<file path="src/hdl/fpc_ram.sv">
// Generic single-write, single-read RAM with registered read data.
// No dependencies.
module fpc_ram #(
  parameter int W = 8,
  parameter int D = 16
) (
  input  logic                 clk,
  input  logic                 we,
  input  logic [$clog2(D)-1:0] waddr,
  input  logic [W-1:0]         wdata,
  input  logic [$clog2(D)-1:0] raddr,
  output logic [W-1:0]         rdata
);

  logic [W-1:0] mem [D];

  always_ff @(posedge clk) begin
    if (we) begin
      mem[waddr] <= wdata;
    end
    rdata <= mem[raddr];
  end

endmodule

</file>
<file path="config.mk">
export PLATFORM = sky130hd
export DESIGN_NAME = fpc_ram
export DESIGN_NICKNAME = d
export VERILOG_FILES = /design/src/hdl/fpc_ram.sv
export SDC_FILE = /design/constraint.sdc
export NUM_CORES = 1
export LEC_CHECK = 0
export BUFFER_PORTS_ARGS = -buffer_cell sky130_fd_sc_hd__buf_2
export CORE_MARGIN = 5
export CORE_UTILIZATION = 30
export DETAILED_ROUTE_END_ITERATION = 6
export GPL_TIMING_DRIVEN = 0
export HOLD_SLACK_MARGIN = 0.06
export PLACE_DENSITY = 0.45
export RECOVER_POWER = 25
export SYNTH_ARGS = -nofsm -noshare
export SYNTH_HDL_FRONTEND = slang
export SYNTH_SLANG_ARGS = --single-unit
export TNS_END_PERCENT = 5
</file>
<file path="constraint.sdc">
create_clock -name clk -period 1.7 [get_ports clk]
set_clock_uncertainty 0.05 [all_clocks]
set_input_delay 0.255 -clock clk [delete_from_list [all_inputs] [get_ports clk]]
set_output_delay 0.255 -clock clk [all_outputs]
set_load 0.03 [all_outputs]
</file>
==> results.yml <==
outcome:
  outcome: "complete, no violations"
setup_path:
  crit_path_end_kind: "flip-flop"
  crit_family: "simple AND/OR/NAND/NOR gates"
  critical-path-slowest-cell: "nor2_1"
  rr_endpoint: "rdata[0]$_DFF_P_"
  crit_buf_inv: 1
  crit_fanout: 8
  r2r-start: "mem[15][0]$_DFFE_PP_"
  startpoint_type: "input port"
  r2r_setup_slack_ns: 0.21
  r2r_cells: 3
  slowest_delay_ns: 0.67
  cp_cell_sequence: "buf_2 > or3b_2 > nor2_1"
  cp.arrival_ns: 1.56
  criticalPathCategory: "input port to flip-flop"
  cp_data_required_time_ns: 1.69
drt:
  drt-total-wl_mm: 11.2
  postRouteAntennaNets: 0
  drcViolationCount: 0
  vias: 2350
  drt_pass1_iterations: 4
  wl_per_cell_um: 22.2
  viasPerCell: 4.65
  first_iter_violations: 209
cells_and_area:
  ff_latch_area_um2: 4000
  syn_to_final_growth_pct: 20.7
  stdcell_count: 505
  fin_util: 0.372
  antenna_cells: 0
  drive_gt1_frac: 0.291
  multiInputGateArea_um2: 1080
  fill_cells: 1534
  finalNetCount: 290
worst_hold_path:
  hp-class: "input port to flip-flop"
  hold_end: "mem[2][7]$_DFFE_PP_"
  whs_path_depth: 1
  min_from: "wdata[7]"
cts:
  cts_tree: "built"
  cts_htree_levels: 4
  clkSinkCount: 136
  numCtsBuffers: 17
  cts_root_buf: "clkbuf_16"
  clk_latency_ns: 0.42
  cts_max_path_buffers: 2
  clkTransAtPathRegs_ns: 0.05
sta:
  fin_crit_sh: 0.928
  finalSetupViolations: 0
  slew_headroom: 0.382
  hold_viol: 0
  max_slew.worst_pin.slew_ns: 0.924
  rsz0062_at_grt: "no"
  max_freq_ghz: 0.634
  slew_viol_final: 0
  fin_crit_ns: 1.58
synth:
  syn_area_per_cell_um2: 22.5
  synth_warnings: 0
  synth_seq_cells: 136
  yosysSeqAreaShare: 0.778
  ys_types: 19
  netlist_instances: 229
  syn-cell-area_um2: 5150
  synth_nets: 247
die:
  fp.dieH_um: 141
  start_util: 0.308
  die_x_um: 141
  die-area_um2: 19900
  core_area_um2: 16700
  ios: 26
  fp-row-count: 47
pwr:
  p_total_mw: 8.25
  pwr_density_cell_nw_per_um2: 1330
  p_leak_nw: 2.05
  ir_worst_vdd_mv: 0.695
global_routing:
  antenna_found_initial: 0
  grt_overflow: 0
  globalRouteTotalUtil: 0.121
  grt_pass1_wl_mm: 16.8
  grt_pass1_vias: 2477
  grt_max_degree: 17
run:
  max-cap-violations: 0
placed_design:
  placedCellCount: 473
  hpwlAfterDp_mm: 7.15
  port_buffers: 24
  routabilityCongestion: 0.679
==> worst max-delay path by stage <==
stage	start	cells past startpoint	to	slack [ns]
after CTS	waddr[2]	3	mem[2][3]$_DFFE_PP_	0.07
after detailed placement	waddr[3]	3	mem[4][0]$_DFFE_PP_	-0.48
after global routing	waddr[2]	3	mem[2][3]$_DFFE_PP_	0.01
after floorplan	waddr[2]	2	mem[3][0]$_DFFE_PP_	0.13
after global placement	waddr[3]	3	mem[4][0]$_DFFE_PP_	-0.47
final	waddr[2]	3	mem[1][1]$_DFFE_PP_	0.12
==> per-stage QoR <==
step / instance area (um^2) / TNS (ns) / setup WS, ns / hold slack (ns)
floorplan: 5150 / 0 / 0.129 / 0.304
global placement: 5550 / -24.89 / -0.469 / 0.614
detailed placement: 5550 / -25.71 / -0.482 / 0.623
CTS: 6210 / 0 / 0.0702 / 0.186
global route: 6210 / 0 / 0.0133 / 0.227
finish: 6210 / 0 / 0.123 / 0.212
==> sequential cells by signal, indices dropped and copies added (netlist names) <==
| register | count |
|---|---|
| mem | 128 |
| rdata | 8 |
==> layout by cell type, fill, tap and decap left out <==
cell / n
edfxtp_1: 128
buf_2: 22
mux4_2: 18
clkbuf_16: 17
a22oi_1: 16
mux4_1: 14
nor2_1: 13
nand2_1: 9
dfxtp_1: 8
bufinv_16: 6
clkinv_2: 5
clkbuf_1: 5
nor3_2: 4
buf_6: 3
clkdlybuf4s25_2: 3
clkinvlp_4: 3
nand3b_1: 2
nand2b_1: 2
nor2b_1: 1
buf_4: 1
and2_1: 1
and2b_1: 1
nand3_1: 1
or3b_2: 1
clkinv_1: 1
==> power by group <==
group	switching, mW	internal, mW	total (mW)
sequential	0.0160	3.75	3.77
clock	1.34	2.73	4.07
combinational	0.263	0.148	0.411
==> Yosys cell counts <==
library cell	number	area share
a22oi_1	16	0.023
and2_1	1	0.0012
and2b_1	1	0.0015
buf_2	3	0.0029
buf_4	1	0.0015
buf_6	3	0.0066
clkdlybuf4s25_2	3	0.0058
dfxtp_1	8	0.031
edfxtp_1	128	0.75
mux4_1	14	0.071
mux4_2	18	0.079
nand2_1	9	0.0066
nand2b_1	2	0.0024
nand3_1	1	0.00097
nand3b_1	2	0.0029
nor2_1	13	0.0095
nor2b_1	1	0.0012
nor3_1	4	0.0039
or3b_2	1	0.0017
==> routing by layer <==
metal	wire, um	global-route usage	vias to the layer above
met5	0	0	-
met4	207	0.0551	0
met3	284	0.0271	17
met2	5440	0.185	29
met1	5290	0.166	1245
li1	-	-	1059
==> area by class of cell <==
cell class | instances | share of cell area
sequential | 136 | 0.644
multi-input combinational | 83 | 0.173
clock buffer | 17 | 0.0685
tap | 220 | 0.0443
clock inverter | 15 | 0.0373
timing repair buffer | 24 | 0.0183
buffer | 10 | 0.0139
==> worst reg2reg max path: stages (launching register included) <==
cell      delay [ns]
edfxtp_1        0.37
mux4_2          0.51
a22oi_1         0.33
nand2_1         0.10
==> what timing repair did <==
item	4_1_cts	5_1_grt
resized for setup	2	0
hold buffers	0	0
setup buffers	0	0
setup endpoints to repair	16	0
==> logic make-up (layout without fill, tap and decap cells) <==
logic type,count (synthesis),count (layout),synth area share
compound gates,16,16,0.0233
buf+inv,10,66,0.0168
flops,136,136,0.778
simple gates,35,35,0.0318
mux,32,32,0.150
No activity file was read; power rests on OpenSTA's default activity.
